===== src/hw/rtl/utq_pkg.sv =====
package utq_pkg;

  localparam int RING_DEPTH = 16;
  localparam int IDX_W      = $clog2(RING_DEPTH);

  localparam logic [IDX_W-1:0] LAST_IDX = IDX_W'(RING_DEPTH - 1);

  // item kinds
  localparam logic KIND_ADD   = 1'b0;
  localparam logic KIND_READY = 1'b1;

  // ninth bit rules
  localparam logic [1:0] PAR_MARK  = 2'd0;
  localparam logic [1:0] PAR_SPACE = 2'd1;
  localparam logic [1:0] PAR_EVEN  = 2'd2;
  localparam logic [1:0] PAR_ODD   = 2'd3;

  localparam logic [1:0] PAR_RESET = PAR_EVEN;

  typedef struct packed {
    logic send_valid;
    logic add_rejected;
    logic drain_enabled;
    logic queue_finished;
    logic drive_transmit;
  } ctrl_res_t;

  typedef struct packed {
    logic       kind;
    logic [7:0] data_byte;
    logic       tx_reg_empty;
  } in_item_t;

  function automatic logic [IDX_W-1:0] next_slot(input logic [IDX_W-1:0] idx);
    logic [IDX_W-1:0] n;
    if (idx == LAST_IDX) begin
      n = '0;
    end else begin
      n = idx + IDX_W'(1);
    end
    return n;
  endfunction

endpackage


===== src/hw/rtl/utq_if.sv =====
interface utq_in_if;
  logic       valid;
  logic       ready;
  logic       kind;
  logic [7:0] data_byte;
  logic       tx_reg_empty;

  modport source (output valid, kind, data_byte, tx_reg_empty, input ready);
  modport sink   (input valid, kind, data_byte, tx_reg_empty, output ready);
endinterface

interface utq_out_if;
  logic       valid;
  logic       ready;
  logic       send_valid;
  logic [7:0] send_byte;
  logic       send_ninth_bit;
  logic       add_rejected;
  logic       drain_enabled;
  logic       queue_finished;
  logic       drive_transmit;

  modport source (output valid, send_valid, send_byte, send_ninth_bit, add_rejected,
                  drain_enabled, queue_finished, drive_transmit, input ready);
  modport sink   (input valid, send_valid, send_byte, send_ninth_bit, add_rejected,
                  drain_enabled, queue_finished, drive_transmit, output ready);
endinterface


===== src/hw/rtl/uart_tx_ring_queue_with_parity_top.sv =====
// channel  dir  handshake       payload
// in_ch    in   valid/ready     kind, data_byte, tx_reg_empty
// out_ch   out  valid/ready     send_valid, send_byte, send_ninth_bit, add_rejected,
//                               drain_enabled, queue_finished, drive_transmit
// cfg      in   cfg_wr_en       cfg_wr_data = parity_mode
//
// One item per cycle while out_ch is not stalled; a result passes through the ring read
// register, then the output register with the ninth bit.
// Ring indices and flags update at the input transfer, so items may follow back to back.
// Synchronous active-low reset clears indices, flags and valids; parity_mode resets to even.
// out_ch stall holds the output register, then the read stage, then in_ch.ready drops.
module uart_tx_ring_queue_with_parity_top (
  input  logic       clk,
  input  logic       rst_n,
  utq_in_if.sink     in_ch,
  utq_out_if.source  out_ch,
  input  logic       cfg_wr_en,
  input  logic [1:0] cfg_wr_data
);
  import utq_pkg::*;

  logic             s1_valid_r, s1_valid_nxt;
  logic             s1_adv;
  logic             accept;
  logic             out_free;
  in_item_t         item;
  logic             wr_en;
  logic [IDX_W-1:0] wr_addr;
  logic [7:0]       wr_data;
  logic [IDX_W-1:0] rd_addr;
  logic [7:0]       rd_data;
  ctrl_res_t        res;

  assign s1_adv      = s1_valid_r && out_free;
  assign in_ch.ready = !s1_valid_r || s1_adv;
  assign accept      = in_ch.valid && in_ch.ready;

  assign item.kind         = in_ch.kind;
  assign item.data_byte    = in_ch.data_byte;
  assign item.tx_reg_empty = in_ch.tx_reg_empty;

  always_comb begin
    s1_valid_nxt = s1_valid_r;
    if (accept) begin
      s1_valid_nxt = 1'b1;
    end else if (s1_adv) begin
      s1_valid_nxt = 1'b0;
    end
  end

  always_ff @(posedge clk) begin
    if (!rst_n) begin
      s1_valid_r <= 1'b0;
    end else begin
      s1_valid_r <= s1_valid_nxt;
    end
  end

  utq_ctrl u_ctrl (
    .clk     (clk),
    .rst_n   (rst_n),
    .accept  (accept),
    .item    (item),
    .wr_en   (wr_en),
    .wr_addr (wr_addr),
    .wr_data (wr_data),
    .rd_addr (rd_addr),
    .res     (res)
  );

  utq_ring u_ring (
    .clk     (clk),
    .wr_en   (wr_en),
    .wr_addr (wr_addr),
    .wr_data (wr_data),
    .rd_en   (accept),
    .rd_addr (rd_addr),
    .rd_data (rd_data)
  );

  utq_out_stage u_out (
    .clk         (clk),
    .rst_n       (rst_n),
    .cfg_wr_en   (cfg_wr_en),
    .cfg_wr_data (cfg_wr_data),
    .load        (s1_adv),
    .res         (res),
    .rd_data     (rd_data),
    .free        (out_free),
    .out_ch      (out_ch)
  );

endmodule


===== src/hw/rtl/utq_ring.sv =====
module utq_ring (
  input  logic                      clk,
  input  logic                      wr_en,
  input  logic [utq_pkg::IDX_W-1:0] wr_addr,
  input  logic [7:0]                wr_data,
  input  logic                      rd_en,
  input  logic [utq_pkg::IDX_W-1:0] rd_addr,
  output logic [7:0]                rd_data
);
  import utq_pkg::*;

  logic [7:0] mem [RING_DEPTH];
  logic [7:0] rd_data_r;

  always_ff @(posedge clk) begin
    if (wr_en) begin
      mem[wr_addr] <= wr_data;
    end
  end

  always_ff @(posedge clk) begin
    if (rd_en) begin
      rd_data_r <= mem[rd_addr];
    end
  end

  assign rd_data = rd_data_r;

endmodule


===== src/hw/rtl/utq_ctrl.sv =====
module utq_ctrl (
  input  logic                      clk,
  input  logic                      rst_n,
  input  logic                      accept,
  input  utq_pkg::in_item_t         item,
  output logic                      wr_en,
  output logic [utq_pkg::IDX_W-1:0] wr_addr,
  output logic [7:0]                wr_data,
  output logic [utq_pkg::IDX_W-1:0] rd_addr,
  output utq_pkg::ctrl_res_t        res
);
  import utq_pkg::*;

  logic [IDX_W-1:0] write_index_r, write_index_nxt;
  logic [IDX_W-1:0] read_index_r, read_index_nxt;
  logic             drain_on_r, drain_on_nxt;
  logic             finished_r, finished_nxt;
  logic             direction_r, direction_nxt;
  ctrl_res_t        res_r, res_nxt;
  logic [IDX_W-1:0] wr_next;
  logic             full;
  logic             empty;

  assign wr_next = next_slot(write_index_r);
  assign full    = (wr_next == read_index_r);
  assign empty   = (read_index_r == write_index_r);

  always_comb begin
    write_index_nxt = write_index_r;
    read_index_nxt  = read_index_r;
    drain_on_nxt    = drain_on_r;
    finished_nxt    = finished_r;
    direction_nxt   = direction_r;
    wr_en           = 1'b0;
    res_nxt         = '0;
    if (accept) begin
      case (item.kind)
        KIND_ADD: begin
          if (full) begin
            res_nxt.add_rejected = 1'b1;
          end else begin
            wr_en           = 1'b1;
            write_index_nxt = wr_next;
            if (item.tx_reg_empty && !drain_on_r) begin
              direction_nxt = 1'b1;
              drain_on_nxt  = 1'b1;
              finished_nxt  = 1'b0;
            end
          end
        end
        KIND_READY: begin
          if (empty) begin
            drain_on_nxt  = 1'b0;
            finished_nxt  = 1'b1;
            direction_nxt = 1'b0;
          end else begin
            res_nxt.send_valid = 1'b1;
            read_index_nxt     = next_slot(read_index_r);
          end
        end
        default: begin
        end
      endcase
    end
    res_nxt.drain_enabled  = drain_on_nxt;
    res_nxt.queue_finished = finished_nxt;
    res_nxt.drive_transmit = direction_nxt;
  end

  always_ff @(posedge clk) begin
    if (!rst_n) begin
      write_index_r <= '0;
      read_index_r  <= '0;
      drain_on_r    <= 1'b0;
      finished_r    <= 1'b0;
      direction_r   <= 1'b0;
    end else begin
      write_index_r <= write_index_nxt;
      read_index_r  <= read_index_nxt;
      drain_on_r    <= drain_on_nxt;
      finished_r    <= finished_nxt;
      direction_r   <= direction_nxt;
    end
  end

  // result flags travel alongside the registered ring read
  always_ff @(posedge clk) begin
    if (accept) begin
      res_r <= res_nxt;
    end
  end

  assign wr_addr = write_index_r;
  assign wr_data = item.data_byte;
  assign rd_addr = read_index_r;
  assign res     = res_r;

endmodule


===== src/hw/rtl/utq_out_stage.sv =====
module utq_out_stage (
  input  logic               clk,
  input  logic               rst_n,
  input  logic               cfg_wr_en,
  input  logic [1:0]         cfg_wr_data,
  input  logic               load,
  input  utq_pkg::ctrl_res_t res,
  input  logic [7:0]         rd_data,
  output logic               free,
  utq_out_if.source          out_ch
);
  import utq_pkg::*;

  logic [1:0] mode_r;
  logic       out_valid_r, out_valid_nxt;
  ctrl_res_t  res_r;
  logic [7:0] byte_r;
  logic       ninth_r;
  logic [7:0] byte_nxt;
  logic       ninth_nxt;
  logic       par;

  always_ff @(posedge clk) begin
    if (!rst_n) begin
      mode_r <= PAR_RESET;
    end else if (cfg_wr_en) begin
      mode_r <= cfg_wr_data;
    end
  end

  assign par = ^rd_data;

  always_comb begin
    case (mode_r)
      PAR_MARK:  ninth_nxt = 1'b1;
      PAR_SPACE: ninth_nxt = 1'b0;
      PAR_EVEN:  ninth_nxt = par;
      PAR_ODD:   ninth_nxt = ~par;
      default:   ninth_nxt = 1'b0;
    endcase
    byte_nxt = rd_data;
    // nothing sent: byte and ninth bit read as zero
    if (!res.send_valid) begin
      ninth_nxt = 1'b0;
      byte_nxt  = '0;
    end
  end

  assign free = !out_valid_r || out_ch.ready;

  always_comb begin
    out_valid_nxt = out_valid_r;
    if (load) begin
      out_valid_nxt = 1'b1;
    end else if (out_ch.ready) begin
      out_valid_nxt = 1'b0;
    end
  end

  always_ff @(posedge clk) begin
    if (!rst_n) begin
      out_valid_r <= 1'b0;
    end else begin
      out_valid_r <= out_valid_nxt;
    end
  end

  always_ff @(posedge clk) begin
    if (load) begin
      res_r   <= res;
      byte_r  <= byte_nxt;
      ninth_r <= ninth_nxt;
    end
  end

  assign out_ch.valid          = out_valid_r;
  assign out_ch.send_valid     = res_r.send_valid;
  assign out_ch.send_byte      = byte_r;
  assign out_ch.send_ninth_bit = ninth_r;
  assign out_ch.add_rejected   = res_r.add_rejected;
  assign out_ch.drain_enabled  = res_r.drain_enabled;
  assign out_ch.queue_finished = res_r.queue_finished;
  assign out_ch.drive_transmit = res_r.drive_transmit;

endmodule

===== src/flat_wrapper.sv =====
// flat-port wrapper written by rule: the top's interface ports become plain ports
module uart_tx_ring_queue_with_parity_top_flat import utq_pkg::*;
  (clk, rst_n, cfg_wr_en, cfg_wr_data, in_ch_valid, in_ch_kind, in_ch_data_byte, in_ch_tx_reg_empty, in_ch_ready, out_ch_valid, out_ch_send_valid, out_ch_send_byte, out_ch_send_ninth_bit, out_ch_add_rejected, out_ch_drain_enabled, out_ch_queue_finished, out_ch_drive_transmit, out_ch_ready);
  utq_in_if in_ch_i ();
  utq_out_if out_ch_i ();
  input  logic clk;
  input  logic rst_n;
  input  logic cfg_wr_en;
  input  logic [1:0] cfg_wr_data;
  input wire logic [$bits(in_ch_i.valid)-1:0] in_ch_valid;
  input wire logic [$bits(in_ch_i.kind)-1:0] in_ch_kind;
  input wire logic [$bits(in_ch_i.data_byte)-1:0] in_ch_data_byte;
  input wire logic [$bits(in_ch_i.tx_reg_empty)-1:0] in_ch_tx_reg_empty;
  output wire logic [$bits(in_ch_i.ready)-1:0] in_ch_ready;
  output wire logic [$bits(out_ch_i.valid)-1:0] out_ch_valid;
  output wire logic [$bits(out_ch_i.send_valid)-1:0] out_ch_send_valid;
  output wire logic [$bits(out_ch_i.send_byte)-1:0] out_ch_send_byte;
  output wire logic [$bits(out_ch_i.send_ninth_bit)-1:0] out_ch_send_ninth_bit;
  output wire logic [$bits(out_ch_i.add_rejected)-1:0] out_ch_add_rejected;
  output wire logic [$bits(out_ch_i.drain_enabled)-1:0] out_ch_drain_enabled;
  output wire logic [$bits(out_ch_i.queue_finished)-1:0] out_ch_queue_finished;
  output wire logic [$bits(out_ch_i.drive_transmit)-1:0] out_ch_drive_transmit;
  input wire logic [$bits(out_ch_i.ready)-1:0] out_ch_ready;
  assign in_ch_i.valid = in_ch_valid;
  assign in_ch_i.kind = in_ch_kind;
  assign in_ch_i.data_byte = in_ch_data_byte;
  assign in_ch_i.tx_reg_empty = in_ch_tx_reg_empty;
  assign in_ch_ready = in_ch_i.ready;
  assign out_ch_valid = out_ch_i.valid;
  assign out_ch_send_valid = out_ch_i.send_valid;
  assign out_ch_send_byte = out_ch_i.send_byte;
  assign out_ch_send_ninth_bit = out_ch_i.send_ninth_bit;
  assign out_ch_add_rejected = out_ch_i.add_rejected;
  assign out_ch_drain_enabled = out_ch_i.drain_enabled;
  assign out_ch_queue_finished = out_ch_i.queue_finished;
  assign out_ch_drive_transmit = out_ch_i.drive_transmit;
  assign out_ch_i.ready = out_ch_ready;
  uart_tx_ring_queue_with_parity_top u_core (.clk(clk), .rst_n(rst_n), .in_ch(in_ch_i), .out_ch(out_ch_i), .cfg_wr_en(cfg_wr_en), .cfg_wr_data(cfg_wr_data));
endmodule

===== config.mk =====
export PLATFORM = sky130hd
export DESIGN_NAME = uart_tx_ring_queue_with_parity_top_flat
export DESIGN_NICKNAME = d
export VERILOG_FILES = /design/src/hw/rtl/utq_pkg.sv /design/src/hw/rtl/utq_if.sv /design/src/hw/rtl/uart_tx_ring_queue_with_parity_top.sv /design/src/hw/rtl/utq_ring.sv /design/src/hw/rtl/utq_ctrl.sv /design/src/hw/rtl/utq_out_stage.sv /design/src/flat_wrapper.sv
export SDC_FILE = /design/constraint.sdc
export NUM_CORES = 1
export LEC_CHECK = 0
export ABC_AREA = 1
export BUFFER_PORTS_ARGS = -buffer_cell sky130_fd_sc_hd__clkbuf_2
export CORE_UTILIZATION = 55
export DETAILED_ROUTE_END_ITERATION = 8
export GPL_ROUTABILITY_DRIVEN = 0
export PLACE_DENSITY = 0.72
export SLEW_MARGIN = 20
export SYNTH_ARGS = -nofsm -noshare
export SYNTH_HDL_FRONTEND = slang
export SYNTH_SLANG_ARGS = --single-unit

===== constraint.sdc =====
create_clock -name clk -period 3.4 [get_ports clk]
set_clock_uncertainty 0.2 [all_clocks]
set_input_delay 1.02 -clock clk [delete_from_list [all_inputs] [get_ports clk]]
set_output_delay 1.02 -clock clk [all_outputs]
set_load 0.1 [all_outputs]

==> reports/qor.tcl <==
set qor(cell_by_cell_trace_of_the_critical_path) {clkbuf_2 -> inv_1 -> nand3_2 -> clkbuf_2}
set qor(first_global_vias) 4445
set qor(detail_route.first_pass.iterations) 5
set qor(synth_top_area_cell) {sky130_fd_sc_hd__edfxtp_1}
set qor(holdBufCountCts) 0
set qor(floorplan.core_area_um2) 12200
set qor(antenna_cells) 0
set qor(postSynthCellCount) 591
set qor(start_kind) {input pin}
set qor(grt_use_met2_pct) 37.1
set qor(grtUsageMet1_pct) 32.3
set qor(yosys-top-cells-area) {sky130_fd_sc_hd__edfxtp_1 (66%), sky130_fd_sc_hd__nor2_1 (6.8%), sky130_fd_sc_hd__dfxtp_1 (4.3%), sky130_fd_sc_hd__o21ai_0 (4.1%), sky130_fd_sc_hd__nand2_1 (4.0%)}
set qor(cts-htree-levels) 4
set qor(wl_um) 14500
set qor(dp_worst_setup_slack_ps) 479
set qor(power.static_leakage_nw) 2.93
set qor(synth-edff-count) 155
set qor(delay_of_the_slowest_cell_on_the_worst_path_ps) 460
set qor(fp.dieArea_um2) 13200
set qor(post-cts-setup-buffer-count) 0
set qor(ios) 33
set qor(layout.cells.non_filler) 809
set qor(layout-drive-gt1-share_pct) 13.9
set qor(cpMostUsedCell) {sky130_fd_sc_hd__clkbuf_2}
set qor(final_nets) 652
set qor(power.density_cell_area_nw_per_um2) 611
set qor(postSynth.asyncResetShare_pct) 0
set qor(dpl.cell_count) 778
set qor(final_hold_viol_count) 0
set qor(core.rowCount) 40
set qor(total_grt_overflow) 0
set qor(setup_viol_count_final) 0
set qor(drt_drc_violations_left) 0
set qor(die_width_um) 115
set qor(cts.repair.resized) 0
set qor(post-route-worst-setup-slack_ps) 499
set qor(critical_path.top_delay_family) {buffers and inverters}
set qor(number_of_clock_buffers_inserted_by_tritoncts) 17
set qor(fin_crit_ps) 2900
set qor(critPathMaxFanout) 3
set qor(hold_path_class) {flop to flop}
set qor(synth_top_area_share_pct) 66.3
set qor(syn_nets) 614
set qor(vias_per_cell) 5.62
set qor(final_area_um2) 7960
set qor(crit_required_ps) 2180
set qor(p_sw_w) 0.00121
set qor(drv_slew) 0
set qor(clk_path_buf_depth) 2
set qor(numClockSinks) 170
set qor(source_to_sink_clock_delay_at_the_later_pin_of_the_worst_skew_pair_ps) 430
set qor(synth-seq-cells) 170
set qor(initial_core_util_pct) 57.5
set qor(grt_util_all_layers_pct) 24.0
set qor(relSlewSlack_pct) 55.5
set qor(tightestPinTransition_ps) 664
set qor(run_status) {completed}
set qor(syn2layout_area_growth_pct) 13.5
set qor(share_seq_of_total_power_pct) 49.2
set qor(clock_share_of_power_pct) 40.2
set qor(worstSetupEndpointType) {output port}
set qor(switching_share_pct) 25.0
set qor(synthesis.area_per_instance_um2) 11.9
set qor(grt_max_degree) 69
set qor(post-dp-hpwl_um) 9430
set qor(power.ir.vdd_worst_mv) 0.593
set qor(mappedNetlistArea_um2) 7020
set qor(cts.reportedPaths.clkPinSlew_ps) 60
set qor(global_route_wire_length_before_repair_um) 23200
set qor(rsz_0062_raised_after_global_routing) {no}
set qor(max_freq_mhz) 345
set qor(wl_per_cell_um) 17.9
set qor(worst-setup-path-type) {input pin to output port}
set qor(critPathBufInv) 3
set qor(drt_antenna_net_count) 0
set qor(dominantRegCellSynth) {sky130_fd_sc_hd__edfxtp_1}
set qor(setup_total_negative_slack_ps) 0
set qor(clock_tree_from_tritoncts) {built}
set qor(yosysMostFrequentCell) {sky130_fd_sc_hd__edfxtp_1}
set qor(share_comb_of_total_power_pct) 10.6
set qor(layout_worst_path_cycle_share_pct) 85.3
set qor(drt_first_iter_violations) 451
set qor(grt_antenna_before_repair) 0
set qor(cap_viol_max_count) 0
set qor(clk_root_buffer_cell) {sky130_fd_sc_hd__clkbuf_16}
set qor(seq_area_frac_synth_pct) 70.6
set qor(synth.cells.most_frequent) {sky130_fd_sc_hd__edfxtp_1 (155), sky130_fd_sc_hd__nor2_1 (127), sky130_fd_sc_hd__nand2_1 (74), sky130_fd_sc_hd__o21ai_0 (57), sky130_fd_sc_hd__inv_1 (33)}
set qor(fill_cells) 942
set qor(critPathArrivalTime_ps) 1680
set qor(ys.warnings.count) 0
set qor(hold_ws_ps) 224
set qor(synth.distinct_cells) 29
set qor(routed-via-count) 4544
set qor(critical-path-slowest-cell) {sky130_fd_sc_hd__clkbuf_2}
set qor(cellInternalPower_w) 0.00365
set qor(met3_usage_pct) 6.17
set qor(globalRoute.busiestLayer) {met2}
set qor(die_y_um) 115
set qor(dpl-instance-area_um2) 7370
set qor(port_buffers) 32
==> cell type report <==
type / count / area [µm²] / area share [%]
clock buffers: 18 / 429 / 5.39
well taps: 168 / 210 / 2.64
inverters: 36 / 140 / 1.76
flip-flops and latches: 170 / 4960 / 62.2
clock inverters: 13 / 166 / 2.09
multi-input cells: 359 / 1800 / 22.6
repair buffers: 45 / 258 / 3.24
==> power groups by stage <==
stage | Clock [W] | Sequential [W] | Combinational [W]
floorplan | 0 | 0.00251 | 0.000306
global placement | 0 | 0.00244 | 0.000502
detailed placement | 0 | 0.00244 | 0.000510
CTS | 0.00197 | 0.00239 | 0.000516
global route | 0.00205 | 0.00240 | 0.000568
finish | 0.00195 | 0.00239 | 0.000515
==> kinds of logic after synthesis <==
family                   count (synthesis)  synth area share [%]
AND/OR/NAND/NOR                        241                  14.4
flip-flops                             170                  70.6
AO/OA/AOI/OAI                           99                  8.48
buffers and inverters                   62                  3.80
XOR/XNOR                                13                  1.62
adder cells (fa/ha/maj)                  6                  1.07
==> registers in the layout (all words and copies together) (netlist names) <==
register	cells
u_core.u_out.mode_r	2
u_core.u_ctrl.direction_r	1
u_core.u_ctrl.wr_addr	4
u_core.u_out.out_ch.drain_enabled	1
u_core.u_out.out_ch.drive_transmit	1
u_core.u_ctrl.rd_addr	4
u_core.u_out.out_ch.send_valid	1
u_core.u_out.out_ch.queue_finished	1
u_core.u_ctrl.drain_on_r	1
u_core.u_out.out_ch.send_ninth_bit	1
u_core.u_ctrl.res	5
u_core.u_ctrl.finished_r	1
u_core.u_out.out_ch.add_rejected	1
u_core.s1_valid_r	1
u_core.u_ring.rd_data	8
u_core.u_out.out_ch.send_byte	8
u_core.u_out.out_ch.valid	1
u_core.u_ring.mem	128
==> metrics by stage <==
| step | power, W | util (%) |
|---|---|---|
| global route | 0.00502 | 65.2 |
| finish | 0.00486 | 65.2 |
| floorplan | 0.00281 | - |
| global placement | 0.00294 | 60.3 |
| CTS | 0.00488 | 65.2 |
| detailed placement | 0.00295 | 60.3 |
==> layer usage <==
layer  vias up  share of wire [%]
met1      2154                 43
li1       2147                  -
met3        32                7.0
met4         0                2.8
met5         -                  0
met2       211                 47
==> layout by cell type (no fill, tap or decap), drive strengths merged <==
| cell type | netlist | final |
|---|---|---|
| a21oi | 9 | 9 |
| and3 | 1 | 1 |
| buf | 16 | 13 |
| bufinv | 0 | 3 |
| clkbuf | 10 | 50 |
| clkinv | 1 | 4 |
| clkinvlp | 0 | 3 |
| dfxtp | 15 | 15 |
| edfxtp | 155 | 155 |
| ha | 6 | 6 |
| inv | 35 | 39 |
| nand2 | 80 | 80 |
| nand3 | 24 | 24 |
| nand4 | 4 | 4 |
| nor2 | 127 | 127 |
| nor3 | 5 | 5 |
| o211ai | 16 | 16 |
| o21ai | 58 | 58 |
| o32ai | 16 | 16 |
| xnor2 | 5 | 5 |
| xor2 | 8 | 8 |
==> final timing paths <==
path | start | endpoint | slack (ps) | cells after the start
setup / recovery | out_ch_ready | in_ch_ready | 500 | 4
hold / removal | u_core.u_ctrl.res[0] | u_core.u_out.out_ch.drive_transmit | 220 | 0
setup reg to reg | u_core.u_ctrl.wr_addr[0] | u_core.u_ring.mem[10][2] | 590 | 10
hold reg to reg | u_core.u_ctrl.res[0] | u_core.u_out.out_ch.drive_transmit | 220 | 0
Power figures use the tool's default switching activity.
